### src/design/vertex_dedup_tolerance_table_macros.svh
// assertion macros used by the vertex dedup table search engine (vdtt_back)
`ifndef VERTEX_DEDUP_TOLERANCE_TABLE_MACROS_SVH
`define VERTEX_DEDUP_TOLERANCE_TABLE_MACROS_SVH

// same-cycle implication, checked on clk, off during rst
`define VDTT_ASSERT_IMP(lbl, pre, post, msg) \
  lbl: assert property (@(posedge clk) disable iff (rst) (pre) |-> (post)) \
    else $error(msg);

// next-cycle implication, checked on clk, off during rst
`define VDTT_ASSERT_NXT(lbl, pre, post, msg) \
  lbl: assert property (@(posedge clk) disable iff (rst) (pre) |=> (post)) \
    else $error(msg);

`endif

### src/design/vdtt_pkg.sv
// shared constants, types and match functions for the vertex dedup table
`timescale 1ns / 1ps

package vdtt_pkg;

  localparam int MAX_UNIQUE = 1024;
  localparam int NCOMP      = 8;
  localparam int COMP_W     = 32;
  localparam int IDX_W      = $clog2(MAX_UNIQUE);
  localparam int CNT_W      = $clog2(MAX_UNIQUE + 1);
  localparam int TOL_W      = 16;
  localparam int OUT_IDX_W  = 10;
  localparam int QDEPTH     = 2;
  localparam int QPTR_W     = $clog2(QDEPTH);
  localparam int QCNT_W     = $clog2(QDEPTH + 1);

  localparam logic [CNT_W-1:0]  MAX_CNT   = CNT_W'(MAX_UNIQUE);
  localparam logic [QCNT_W-1:0] QFULL_CNT = QCNT_W'(QDEPTH);
  localparam logic [TOL_W-1:0]  TOL_RESET = 16'd2;

  typedef logic [NCOMP-1:0][COMP_W-1:0] vertex_t;

  typedef struct packed {
    logic    new_mesh;
    vertex_t vtx;
  } item_t;

  // |a - b| < tol, difference taken one bit wider so it cannot wrap
  function automatic logic comp_close(input logic [COMP_W-1:0] a,
                                      input logic [COMP_W-1:0] b,
                                      input logic [TOL_W-1:0]  tol);
    logic [COMP_W:0] diff;
    logic [COMP_W:0] mag;
    diff = {a[COMP_W-1], a} - {b[COMP_W-1], b};
    mag  = diff[COMP_W] ? (~diff + 1'b1) : diff;
    return mag < {{(COMP_W + 1 - TOL_W){1'b0}}, tol};
  endfunction

  function automatic logic vertex_match(input vertex_t a, input vertex_t b,
                                        input logic [TOL_W-1:0] tol);
    logic ok;
    ok = 1'b1;
    for (int k = 0; k < NCOMP; k++) begin
      ok = ok & comp_close(a[k], b[k], tol);
    end
    return ok;
  endfunction

endpackage

### src/design/vdtt_front.sv
// input side: accepts items into a short queue ahead of the search engine
`timescale 1ns / 1ps

module vdtt_front (
  input  logic           clk,
  input  logic           rst,
  input  logic           in_valid,
  output logic           in_stall,
  input  vdtt_pkg::item_t in_item,
  output logic           q_valid,
  output vdtt_pkg::item_t q_item,
  input  logic           q_pop
);

  vdtt_pkg::item_t                   qmem [vdtt_pkg::QDEPTH];
  logic [vdtt_pkg::QPTR_W-1:0]       wr_ptr;
  logic [vdtt_pkg::QPTR_W-1:0]       rd_ptr;
  logic [vdtt_pkg::QCNT_W-1:0]       qcnt;
  logic                              push;

  assign in_stall = (qcnt == vdtt_pkg::QFULL_CNT);
  assign push     = in_valid && !in_stall;
  assign q_valid  = (qcnt != '0);
  assign q_item   = qmem[rd_ptr];

  always_ff @(posedge clk) begin
    if (rst) begin
      wr_ptr <= '0;
      rd_ptr <= '0;
      qcnt   <= '0;
    end else begin
      if (push) wr_ptr <= wr_ptr + 1'b1;
      if (q_pop) rd_ptr <= rd_ptr + 1'b1;
      if (push && !q_pop) begin
        qcnt <= qcnt + 1'b1;
      end else if (!push && q_pop) begin
        qcnt <= qcnt - 1'b1;
      end
    end
  end

  always_ff @(posedge clk) begin
    if (push) qmem[wr_ptr] <= in_item;
  end

endmodule

### config.mk
export PLATFORM = sky130hd
export DESIGN_NAME = vdtt_front
export DESIGN_NICKNAME = d
export VERILOG_FILES = /design/src/design/vertex_dedup_tolerance_table_macros.svh /design/src/design/vdtt_pkg.sv /design/src/design/vdtt_front.sv
export SDC_FILE = /design/constraint.sdc
export NUM_CORES = 1
export LEC_CHECK = 0
export BUFFER_PORTS_ARGS = -buffer_cell sky130_fd_sc_hd__buf_2
export CORE_ASPECT_RATIO = 2
export CORE_UTILIZATION = 45
export DETAILED_ROUTE_END_ITERATION = 10
export PLACE_DENSITY = 0.7
export SYNTH_ARGS = -nofsm -noshare
export SYNTH_HDL_FRONTEND = slang
export SYNTH_SLANG_ARGS = --single-unit
### constraint.sdc
create_clock -name clk -period 11.9 [get_ports clk]
set_input_delay 2.38 -clock clk [delete_from_list [all_inputs] [get_ports clk]]
set_output_delay 2.38 -clock clk [all_outputs]
set_load 0.05 [all_outputs]
## After elaboration in Yosys (flattened, before gate mapping)

Memories as Yosys holds them, arrays and structs flattened. A register that Yosys moved wholly into a read port is not among the register bits.
Cells that the tools add are included.

- Word-level logic and storage cells: 23
- Memory bits (writable): 514
- Output and inout bits: 259
- Bits of input ports: 261
- Memories kept: 1
- Flip-flop bits (word level): 4

- Muxes and demuxes: 6
- Reduce and logical (&&, ||, !) cells: 8
- Add/subtract/negate cells: 4
- Equality and inequality tests: 1

Memories:

| memory | words | bits a word | read ports | clocked after Yosys merged registers in | write ports | RTL line | text |
|---|---|---|---|---|---|---|---|
| qmem | 2 | 257 | 1 | 1 | 1 | vdtt_front.sv:15 | `vdtt_pkg::item_t qmem [vdtt_pkg::QDEPTH];` |

Operators by type and width:

| operator | count |
|---|---|
| 1-bit two-way mux | 4 |
| 2-bit two-way mux | 2 |
| 2-bit nonzero test | 2 |
| 1-bit logical AND | 3 |
| 1-bit zero test | 3 |
| 1-bit adder, second input constant | 2 |
| 2-bit by 1-bit adder with 2-bit output, second input constant | 1 |
| 2-bit equality test, second input constant | 1 |
| 2-bit by 1-bit subtractor with 2-bit output, second input constant | 1 |

## Depth between registers and ports, before layout

Gate-level depths: netlist of the first run.

- Word-level depth: 7
- Gate-level depth with buffers: 6
- Depth with buffers taken out: 6

## Worst setup path before layout of the first run

Ideal clock, no wire load.

- Kind: in2reg
- From: input port in_valid
- To: memory qmem[1][0] (netlist bit), enable pin
- Arrival: 8425 ps
- Data required time: 11248 ps
- Setup slack: 2823 ps
- Stages on the path: 3
- Cells stage by stage: inv_1 nor2_1 and2_1

- Cells in the longest elaborated chain, start to end: 3

RTL lines:

| item | RTL line | text |
|---|---|---|
| from (decl) | vdtt_front.sv:7 | `input logic in_valid,` |
| 1-bit logical AND | vdtt_front.sv:22 | `assign push = in_valid && !in_stall;` |
| 1-bit two-way mux | vdtt_front.sv:43 | `if (push) qmem[wr_ptr] <= in_item;` |
| 1-bit two-way mux (not written as such) | vdtt_front.sv:43 |  |
| to (decl) | vdtt_front.sv:15 |  |

Every way passes these cells.

## Worst setup path after layout of the first run

- From: input port in_valid
- To: memory qmem[0][190] (netlist bit), enable pin

The elaborated chain is that of the path after synthesis.

==> results of run 1 <==
-- cell usage after synthesis (3+ instances only) --
cell                         n  share of area (%)
sky130_fd_sc_hd__mux2_4    230                 17
sky130_fd_sc_hd__buf_8      11               0.84
sky130_fd_sc_hd__mux2_2     27                1.5
sky130_fd_sc_hd__inv_1       3              0.057
sky130_fd_sc_hd__nor2_1      4              0.076
sky130_fd_sc_hd__buf_6      15               0.85
sky130_fd_sc_hd__edfxtp_1  514                 78
sky130_fd_sc_hd__dfxtp_1     5               0.51
-- kinds of logic after synthesis --
group / count (synthesis)
simple gates: 9
buf+inv: 32
xor+xnor: 3
compound gates: 4
fa+ha+maj: 1
flops: 519
mux: 257
-- routing by layer --
metal,GRT usage [%],wire [µm],vias to the layer above
met1,18.08,13740,4692
met5,0,40,-
met4,11.54,2456,6
met2,32.52,22020,433
met3,4.565,3099,116
li1,-,-,4375
-- cell usage in the layout, fill, tap and decap left out, types with 2 or more instances in the layout --
| master | instances |
|---|---|
| sky130_fd_sc_hd__a21oi_1 | 2 |
| sky130_fd_sc_hd__buf_12 | 2 |
| sky130_fd_sc_hd__buf_2 | 519 |
| sky130_fd_sc_hd__buf_4 | 5 |
| sky130_fd_sc_hd__bufinv_16 | 5 |
| sky130_fd_sc_hd__clkbuf_1 | 11 |
| sky130_fd_sc_hd__clkbuf_16 | 45 |
| sky130_fd_sc_hd__clkinv_1 | 6 |
| sky130_fd_sc_hd__clkinv_2 | 5 |
| sky130_fd_sc_hd__clkinvlp_4 | 2 |
| sky130_fd_sc_hd__dfxtp_1 | 4 |
| sky130_fd_sc_hd__diode_2 | 12 |
| sky130_fd_sc_hd__edfxtp_1 | 514 |
| sky130_fd_sc_hd__inv_1 | 2 |
| sky130_fd_sc_hd__mux2_2 | 27 |
| sky130_fd_sc_hd__mux2_4 | 230 |
| sky130_fd_sc_hd__nor2_1 | 4 |
| sky130_fd_sc_hd__o21ai_0 | 2 |
| sky130_fd_sc_hd__or3_1 | 2 |
| sky130_fd_sc_hd__xor2_1 | 2 |
-- power groups by stage --
stage | Clock (W) | Sequential, W | Combinational [W]
3_3_place_gp | 0 | 0.00230 | 0.00107
4_1_cts | 0.00145 | 0.00227 | 0.00108
3_5_place_dp | 0 | 0.00231 | 0.00107
2_1_floorplan | 0 | 0.00234 | 0.000848
5_1_grt | 0.00151 | 0.00228 | 0.00111
6_report | 0.00141 | 0.00227 | 0.00107
-- final cells by class --
cell class / instances / area [µm²]
Fill cell: 3324 / 19170
Sequential cell: 519 / 15540
Multi-Input combinational cell: 274 / 3865
Timing Repair Buffer: 526 / 2675
Clock buffer: 57 / 1181
Tap cell: 550 / 688.2
Clock inverter: 18 / 212.7
Antenna cell: 12 / 30.03
Inverter: 3 / 18.77
-- worst paths after layout --
| kind | startpoint | end | slack (ns) |
|---|---|---|---|
| hold reg to reg | qcnt[1] | qcnt[1] | 0.52 |
| hold / removal | qcnt[1] | qcnt[1] | 0.52 |
| setup reg to reg | qcnt[0] | qmem[0][190] | 8.20 |
| setup / recovery | in_valid | qmem[0][190] | 6.69 |
-- registers in the layout, indices dropped and copies added (netlist names), named ones only --
signal,count
rd_ptr,1
wr_ptr,1
qmem,514
qcnt,2
-- worst max-delay path, delay by kind of cell --
family	cells	cell delay (ns)
buffers and inverters	5	2.32
and+or+nand+nor	1	0.45
-- per-stage QoR --
step / instances / area (µm²) / hold WS, ns
5_1_grt: 1958 / 24210 / 0.5505
6_report: 1959 / 24210 / 0.5245
2_1_floorplan: 825 / 19770 / 0.4516
4_1_cts: 1947 / 24180 / 0.5259
3_5_place_dp: 1872 / 22790 / 0.5127
3_3_place_gp: 1872 / 22790 / 0.4739
==> impl_summary.md, run 1 <==
Power and ir drop
In this run, the clock network consumes 29.7% of the power. Total power for the finished layout comes to 0.004742 W. Combinational logic burns ~23% of the power. Summed over all nets, the switching power comes to ~0.0014 W. The power per unit of standard cell area is between 150 and 200 mW/mm². Net switching is 29.43% of the power. IR analysis of the VDD net gives a maximum drop of 0.0001500 V. Internal power comes to ~0.0033 W.

Sequential cells account for 47.9% of the total power. The leakage power of the design is 9.490 nW.

Timing
After routing, the total negative slack on setup checks comes to 0 ns. The max-slew headroom at the worst pin is 25.00%. The final clock skew is 0.008325 ns. The number of pins exceeding their max-slew limit in the final report was 0. In the post-route analysis, the smallest setup slack over all paths is 6.688 ns. The number of failing hold endpoints at the final stage is 0. The count of endpoints failing setup in the final report is 0. The final worst-path cycle share is 43.80%. Setup repair after global routing left no endpoint under its margin. The smallest clock period supported by the final layout is computed as 5.212 ns.

The peak clock frequency supported by timing is 191.9 MHz. The actual slew at the worst max-slew pin is 1.125 ns.

Logic synthesis
The flip-flop and latch count after synthesis is 519. The number of distinct library cells after synthesis is 19. The synthesized netlist devotes 0.1329% of its cell area to XOR and XNOR gates.

The number of enable-type register cells in the synthesized netlist is between 500 and 600. The net count after synthesis is 1087. The arithmetic-cell share of the synthesized area counting full adders, half adders and majority gates is 0.06328%. The number of synthesis warnings is 0. The share of flip-flops with an asynchronous set or reset is 0%. The largest family of logic cells by synthesized area is multiplexers. In the synthesized netlist, mux cells make up 19.00% of the area. The top flip-flop cell by instance count after synthesis is sky130_fd_sc_hd__edfxtp_1.

The gate count after technology mapping is between 800 and 900. The post-synthesis compound-gate area fraction is 0.1012%. The sequential element share of the synthesized area is 78.57%.

The post-synthesis area per instance is around 24 µm². The post-synth design cell area is 0.01977 mm². The share of synthesized cell area in and, or, nand and nor gates is less than 1%.

Floorplanning
The floorplan has 108 rows. The initial utilization of the core area, before any placement, comes to around 46%. The core box area is 0.04338 mm². The die outline area is between 0.04 and 0.05 mm².

The die is 150.2 µm wide. The die is 298.4 µm tall. The number of ports placed on the die boundary is 520.

Setup path
In this run the worst path has a maximum fanout of roughly 130. In this design, the stage delay of the slowest critical-path cell is about 0.85 ns. The data required time at the worst endpoint is between 10 and 15 ns. STA classifies the critical path endpoint as a flop.

At the worst endpoint, the arrival time is between 5 and 6 ns. The most frequent cell on the critical path is sky130_fd_sc_hd__buf_4. Measured in cells, the most critical reg-to-reg path has a length of 5. The library cell contributing the largest single delay on the critical path is sky130_fd_sc_hd__buf_4. The startpoint class of the critical path is an input pin. Walking the worst path, the cells encountered are buf_2, inv_1, or3_1, inv_8, buf_4, buf_4. The type of the worst setup path is input pin to flop.

Route
After the first detailed-routing iteration, the DRC count stood at 484. The number of optimization iterations in the first detailed-route pass is 4. Dividing the detail-routed wire length by the instance count gives between 20 and 25 µm. Dividing the detail-routed via count by the number of cells gives 4.912. For this run, design rule violations remaining after detail routing come to 0. The total routed wirelength is ~41000 µm.

The residual antenna-violating net count after detailed routing is 0. The via count of the routed design is 9622.

Global route
The first global-routing pass estimated 59710 µm of wire. The initial antenna violation count is 16. The largest net degree at the start of global routing is 127.

The number of global-route vias before repair was 10.46k. The total routing usage reported by global routing is 18.05%. The leftover overflow at the end of global routing is 0.

Clocking
The number of setup buffers added after CTS is 0. In this run the number of H-tree levels came out at 2. The clock reaches the later pin of the worst-skew pair after 0.54 ns. The longest clock path from root to sink contains 3 buffers.

TritonCTS created 43 clock buffers. The sink count of the clock tree is 519. After clock tree synthesis, the clock-pin slew on the worst setup and hold paths is 0.07 ns. TritonCTS built the clock tree. The number of gates resized after CTS was 0. The count of hold-fix buffers inserted at cts is 0.

The cell sitting at the root of the clock tree is a sky130_fd_sc_hd__clkbuf_16.

Final layout
Cells with a size suffix above 1 make up 60.49% of the layout. The final core utilization is 55.81%. The synthesis-to-layout area growth is 22.44%. The number of nets in the final layout is between 1.5k and 2k.

Worst hold path
The worst hold path passes through 2 cells. The path type of the worst min-delay path is flop to flop.

Placement
The final RePlAce weighted congestion is between 0.8 and 0.9. The wire-length estimate of the detail-placed layout is about 28000 µm. The number of port buffers is roughly 520. The pre-CTS setup slack is about 6.0 ns.

Outcome
The run finished with clean final reports.

Flow run
The max-cap violation count is 0.
(Power assumes the default switching activity.)
==> inputs of run 2 (changes only) <==
Clock period 11.9 ns to 5.45 ns, I/O delays scaled along.
==> impl_summary.md, run 2 (synthesis gave the netlist of run 1 again) <==
Setup path
The critical path buffer and inverter count was 2 (-3). The worst stage delay on the critical path is 0.85 ns (about the same). The largest delay contributor family on the critical path is flip-flops. The worst path arrival time is 2.61 ns (-2.77 ns). The peak fanout along the critical path is 63 (-50%).

The startpoint class of the critical path is a flop. The critical path in this run is classified as flop to output pin. The kind of capture point of the worst setup path is an output pin. The library cell contributing the largest single delay on the critical path is sky130_fd_sc_hd__dfxtp_4. Walking the worst path, the cells encountered are buf_12, mux2_2, buf_2. The data required time at the worst endpoint is 4.36 ns (-7.70 ns).

Timing
The max-slew headroom at the worst pin is 36.06% (+11 points). The final worst-path cycle share is about two thirds. The number of failing hold endpoints at the final stage is 0 (unchanged).

The final clock skew is 0.01452 ns (+0.006194 ns). The actual slew at the worst max-slew pin is 0.9590 ns (-0.1660 ns). Setup repair after global routing left no endpoint under its margin. For this run, the top clock speed supported by timing is 270.1 MHz. The minimum period implied by the final worst setup slack is 3.703 ns. The number of pins exceeding their max-slew limit in the final report is 0 (unchanged). The post-layout worst setup margin is 1.747 ns (-4.941 ns). The tightest hold margin is 0.5101 ns (-0.01436 ns).

The post-route setup TNS is 0 ns (unchanged). The count of endpoints failing setup in the final report is 0 (unchanged).

Clocking
The clock transition at the register clock pins on the worst setup and hold paths after CTS is 0.07 ns (about the same). The number of cells upsized or downsized after cts is 0 (unchanged). The sink count of the clock tree came to 519 (unchanged). The post-CTS setup buffer count came to 0 (unchanged). The count of hold-fix buffers inserted at cts is 0 (unchanged). The number of H-tree levels came to 2 (unchanged). The insertion delay of the later-clocked pin in the worst-skew pair was 0.55 ns (about the same). The number of buffers created by CTS is 45 (+4.7%). The number of buffers on the longest clock path is 3 (unchanged). The buffer cell driving the clock tree root is sky130_fd_sc_hd__clkbuf_16.

The TritonCTS clock tree is done.

Global route
The total routing usage reported by global routing is 18.47% (+0.42 points). The leftover overflow at the end of global routing is 0 (unchanged). The number of global-route vias before repair is 10.55k (+0.90%). The largest net degree at the start of global routing is 81 (-36%). The first-pass GRT wire length was 60580 µm (+1.5%). The initial antenna violation count is 16 (unchanged).

Floorplanning
The number of placement rows is 108 (unchanged). The core box area is 0.04338 mm² (unchanged). The number of ports placed on the die boundary is 520 (unchanged).

The initial core utilization is 45.58% (unchanged). The floorplan die height is 298.4 µm (unchanged). The die outline area is 0.04483 mm² (unchanged). The horizontal die dimension is 150.2 µm (unchanged).

Power and ir drop
The leakage power of the design is 9.581 nW (+0.96%). The highest ir drop seen on vdd is 0.0003331 V (+120%). The power per unit of standard cell area is 427.2 mW/mm² (+120%). The final total power is 0.01043 W (+120%).

Final layout
Ranked by flip-flop count, first place goes to qmem. The number of nets in the final layout was 1640 (+0.68%). The share of cells above drive strength 1 came to 61.26% (+0.77 points). The number of flip-flops under the largest register name is 514 (unchanged). In the layout the commonest cells are sky130_fd_sc_hd__buf_2 (519), sky130_fd_sc_hd__edfxtp_1 (514), sky130_fd_sc_hd__mux2_4 (230). The largest registers in the layout are qmem x514, qcnt x2. The synthesis-to-layout area growth is 23.48%. The final instance count without filler cells was 1974 (+0.77%).

Leaving out fill and tap cells, the most frequent cell in the layout is sky130_fd_sc_hd__buf_2.

Route
The initial detailed-routing violation count was 467 (-3.5%). The residual antenna-violating net count after detailed routing is 0 (unchanged). The via count of the routed design is 9638 (+0.17%). The total routed wirelength is 41880 µm (+1.3%). The average vias per placed instance was 4.882 (-0.59%). The total DRC errors in the routed layout is 0 (unchanged). The number of optimization iterations in the first detailed-route pass is 4 (unchanged). The mean routed wirelength per cell is 21.22 µm (+0.49%).

Flow run
The max-cap violation count was 0 (unchanged).

Worst hold path
The path type of the worst min-delay path is flop to flop.

Placement
The number of port buffers is 519 (unchanged). The pre-CTS setup slack is 2.140 ns (-3.897 ns). The cell total after placement came to 1881 (+0.48%).

The post-detailed-placement half-perimeter wirelength is 29720 µm (+4.3%). The final RePlAce weighted congestion is 0.8358 (+1.4%).

Outcome
The run finished with clean final reports.
## run 2: tightest hold or removal path: cells and delay by family, from the launching register on
kind	cells	cell delay, ns
flops	1	0.32
compound gates	2	0.14
## run 2: path summary, 6_finish.rpt
path / from / slack, ns / depth (start not counted) / endpoint
setup / recovery: flop / 1.75 / 3 / q_item[251]
hold reg to reg: qcnt[1] / 0.51 / 2 / qcnt[1]
setup reg to reg: qcnt[0] / 3.02 / 4 / qmem[0][184]
hold / removal: qcnt[1] / 0.51 / 2 / qcnt[1]
## run 2: layout make-up
type / count / area [µm²]
multi-input cells: 274 / 3872
flip-flops and latches: 519 / 15540
clock inverters: 28 / 255.2
fillers: 3389 / 18960
well taps: 550 / 688.2
diodes: 12 / 30.03
clock buffers: 53 / 1199
inverters: 3 / 27.53
repair buffers: 535 / 2805
## run 2: where the power goes
group	total (W)	leakage [nW]	switching, W	internal [W]
logic	0.00235	4.04	0.00164	0.000710
clock network	0.00313	0.706	0.00136	0.00177
registers	0.00496	4.84	0.000111	0.00485
total	0.0104	9.58	0.00310	0.00733
## run 2: metal layers
metal / routed length (µm) / GRT usage [%]
met1: 14000 / 18.58
met2: 22610 / 33.73
met3: 3038 / 4.824
met4: 2189 / 10.41
met5: 45 / 0
## run 2: stage by stage
| stage | cell area [µm²] | util [%] |
|---|---|---|
| 3_5_place_dp | 22930 | 52.87 |
| 6_report | 24420 | 56.29 |
| 2_1_floorplan | 19800 | - |
| 4_1_cts | 24390 | 56.22 |
| 3_3_place_gp | 22930 | 52.87 |
| 5_1_grt | 24420 | 56.29 |
==> inputs of run 3 (changes only) <==
Settings changed: ABC_AREA set to 1, PLACE_DENSITY 0.7 to 0.72.
Clock period 5.45 ns to 3 ns, I/O delays scaled along.
==> impl_summary.md, run 3 <==
Final layout
The register bank with the most flops is qmem. The cell area after layout is 0.02455 mm² (+0.56%). The number of fill cells came to 3332 (-1.7%). The number of flip-flops under the largest register name came to 514 (unchanged).

The sequential cell area is 0.01554 mm² (unchanged). In the layout the commonest cells are sky130_fd_sc_hd__buf_2 (519), sky130_fd_sc_hd__edfxtp_1 (514), sky130_fd_sc_hd__mux2_4 (230). The number of nets in the final layout is 1662 (+1.3%). The share of cells above drive strength 1 is 61.02% (-0.24 points).

The final instance count without filler cells is 1999 (+1.3%). The largest registers in the layout are qmem x514, qcnt x2. The most common cell after layout, fill and taps aside is sky130_fd_sc_hd__buf_2.

Relative to the synthesized area, the layout overhead comes to 24.06%. The total area of multi-input combinational cells is 0.003885 mm² (+0.32%).

Logic synthesis
The number of synthesis warnings came to 0 (unchanged). The proportion of netlist area held by the largest area contributor is 77.99% (about the same). The flip-flop and latch count after synthesis came to 519 (unchanged).

After synthesis, the most frequently instantiated cells are sky130_fd_sc_hd__edfxtp_1 (514), sky130_fd_sc_hd__mux2_4 (230), sky130_fd_sc_hd__mux2_2 (27). The net count after synthesis was 1097 (+0.92%). The post-synthesis area per instance was 23.70 µm² (-1.1%). The biggest area consumer among synthesized cells is sky130_fd_sc_hd__edfxtp_1. The top flip-flop cell by instance count after synthesis is sky130_fd_sc_hd__edfxtp_1. By area the synthesized netlist is led by sky130_fd_sc_hd__edfxtp_1 (78%), sky130_fd_sc_hd__mux2_4 (17%), sky130_fd_sc_hd__mux2_2 (1.5%). The number of distinct library cells after synthesis came to 17 (-2). The gate count after technology mapping is 835 (+1.2%). The share of flip-flops with an asynchronous set or reset is 0% (unchanged). Yosys instantiated no cell more often than sky130_fd_sc_hd__edfxtp_1. The post-synth design cell area was 0.01979 mm² (about the same).

The number of enable-type register cells in the synthesized netlist is 514 (unchanged). The sequential element share of the synthesized area came to 78.49% (about the same).

Route
The initial detailed-routing violation count is 512 (+9.6%). The mean routed wirelength per cell was 20.79 µm (-2.0%). The average vias per placed instance came to 4.907 (+0.50%). The via count of the routed design was 9809 (+1.8%).

The total routed wirelength is 41560 µm (-0.76%). The total DRC errors in the routed layout is 0 (unchanged). The residual antenna-violating net count after detailed routing came to 0 (unchanged). The number of optimization iterations in the first detailed-route pass is 7 (+3).

Clocking
The post-CTS setup buffer count came to 0 (unchanged). The number of buffers created by CTS is 44 (-2.2%). The TritonCTS clock tree is done. The count of hold-fix buffers inserted at cts is 0 (unchanged).

The clock transition at the register clock pins on the worst setup and hold paths after CTS was 0.07 ns (about the same). The number of cells upsized or downsized after cts came to 0 (unchanged). The number of H-tree levels is 2 (unchanged).

The number of buffers on the longest clock path is 3 (unchanged). In this run the clock root is driven by a sky130_fd_sc_hd__clkbuf_16. The insertion delay of the later-clocked pin in the worst-skew pair was 0.55 ns (about the same).

The sink count of the clock tree came to 519 (unchanged).

Global route
The leftover overflow at the end of global routing is 0 (unchanged). The initial antenna violation count is 26 (+10). The first-pass GRT wire length is 59200 µm (-2.3%). The number of global-route vias before repair was 10.50k (-0.47%). The largest net degree at the start of global routing is 119 (+47%). The total routing usage reported by global routing is 18.11% (-0.36 points).

Power and ir drop
The power per unit of standard cell area is 741.7 mW/mm² (+74%). The leakage power of the design is 9.666 nW (+0.89%). The highest ir drop seen on vdd was 0.0007392 V (+120%).

Placement
The final RePlAce weighted congestion is 0.8165 (-2.3%). The pre-CTS setup slack was 0.7938 ns (-1.346 ns). The cell total after placement is 1904 (+1.2%). The number of port buffers is 519 (unchanged).

The placed standard-cell area is 0.02311 mm² (+0.78%). The post-detailed-placement half-perimeter wirelength came to 29610 µm (-0.37%).

Setup path
The peak fanout along the critical path is 25 (-60%). The worst path arrival time came to 2.15 ns (-0.46 ns). The type of the worst setup path is flop to output pin. The kind of capture point of the worst setup path is an output pin.

The worst setup path is launched from a flop. The data required time at the worst endpoint is 2.40 ns (-1.96 ns).

Floorplanning
The die outline area is 0.04487 mm² (about the same). The floorplan die height is 298.6 µm (about the same). The initial core utilization was 45.63% (about the same). The core box area is 0.04338 mm² (unchanged).

The horizontal die dimension was 150.3 µm (about the same). The number of placement rows is 108 (unchanged). The number of ports placed on the die boundary is 520 (unchanged).

Timing
Setup repair after global routing left no endpoint under its margin. The final clock skew is 0.01429 ns (-0.0002341 ns). The post-layout worst setup margin is 0.2513 ns (-1.496 ns). The number of pins exceeding their max-slew limit in the final report is 0 (unchanged).

The peak clock frequency supported by timing is 363.8 MHz. The actual slew at the worst max-slew pin came to 0.7740 ns (-0.1850 ns). The count of endpoints failing setup in the final report is 0 (unchanged). The max-slew headroom at the worst pin is 48.40% (+12 points). The number of failing hold endpoints at the final stage is 0 (unchanged).

The final worst-path cycle share is 91.62%. The clock period could shrink to roughly 2.7 ns.

Flow run
The max-cap violation count was 0 (unchanged).

Outcome
The run finished with clean final reports.

Worst hold path
The path type of the worst min-delay path is input pin to flop.
run 3: changes by cell type after synthesis, moves of 2 or more:
| cell | before | now |
|---|---|---|
| sky130_fd_sc_hd__xor2_1 | 2 | 0 |
| sky130_fd_sc_hd__or3_1 | 2 | 0 |
| sky130_fd_sc_hd__inv_1 | 3 | 9 |
| sky130_fd_sc_hd__nor2_1 | 4 | 8 |
| sky130_fd_sc_hd__nand2_1 | 0 | 5 |
run 3: final cells by class:
cell class / count / area share, %
Sequential cell: 519 / 63.29
Clock inverter: 30 / 1.060
Tap cell: 550 / 2.803
Multi-Input combinational cell: 278 / 15.82
Inverter: 9 / 0.1376
Antenna cell: 15 / 0.1529
Timing Repair Buffer: 548 / 12.08
Clock buffer: 50 / 4.663
run 3: worst paths after layout:
kind                startpoint           end  slack, ns  depth (start not counted)
hold reg to reg         rd_ptr        rd_ptr       0.53                          2
setup reg to reg       qcnt[1]  qmem[0][255]       1.17                          5
setup / recovery          flop   q_item[244]       0.25                          4
hold / removal    in_item[131]  qmem[0][131]       0.23                          1
run 3: stage by stage:
step	utilization (%)	hold WS (ns)	TNS, ns	power (W)
floorplan	-	0.4799	-974.98	0.01197
global placement	53.28	0.4965	0	0.01276
detailed placement	53.28	0.5087	0	0.01283
CTS	56.52	0.1931	0	0.01840
global route	56.61	0.1994	0	0.01879
finish	56.61	0.2312	0	0.01821
run 3: critical path: stages (launching register included):
cell                      delay (ns)
sky130_fd_sc_hd__dfxtp_4        0.52
sky130_fd_sc_hd__buf_12         0.25
sky130_fd_sc_hd__buf_12         0.22
sky130_fd_sc_hd__mux2_2         0.37
sky130_fd_sc_hd__buf_2          0.22
run 3: kinds of logic after synthesis:
kind of cell | Yosys count | share of synthesized area, %
compound gates | 4 | 0.1011
mux | 257 | 18.98
buf+inv | 38 | 2.010
simple gates | 15 | 0.3035
xor+xnor | 1 | 0.04426
flops | 519 | 78.49
fa+ha+maj | 1 | 0.06321
run 3: report_power, final:
| part | total (W) | internal [W] | switching [W] |
|---|---|---|---|
| Sequential | 0.00881 | 0.00866 | 0.000156 |
| Clock | 0.00557 | 0.00310 | 0.00247 |
| Combinational | 0.00383 | 0.00119 | 0.00264 |
run 3: metal layers:
| metal | vias to the layer above | part of all wire [%] | global-route usage [%] |
|---|---|---|---|
| met1 | 4760 | 31 | 16.76 |
| met4 | 22 | 5.5 | 11.69 |
| met2 | 439 | 55 | 32.94 |
| met5 | - | 0.35 | 0 |
| met3 | 121 | 8.4 | 5.985 |
| li1 | 4467 | - | - |
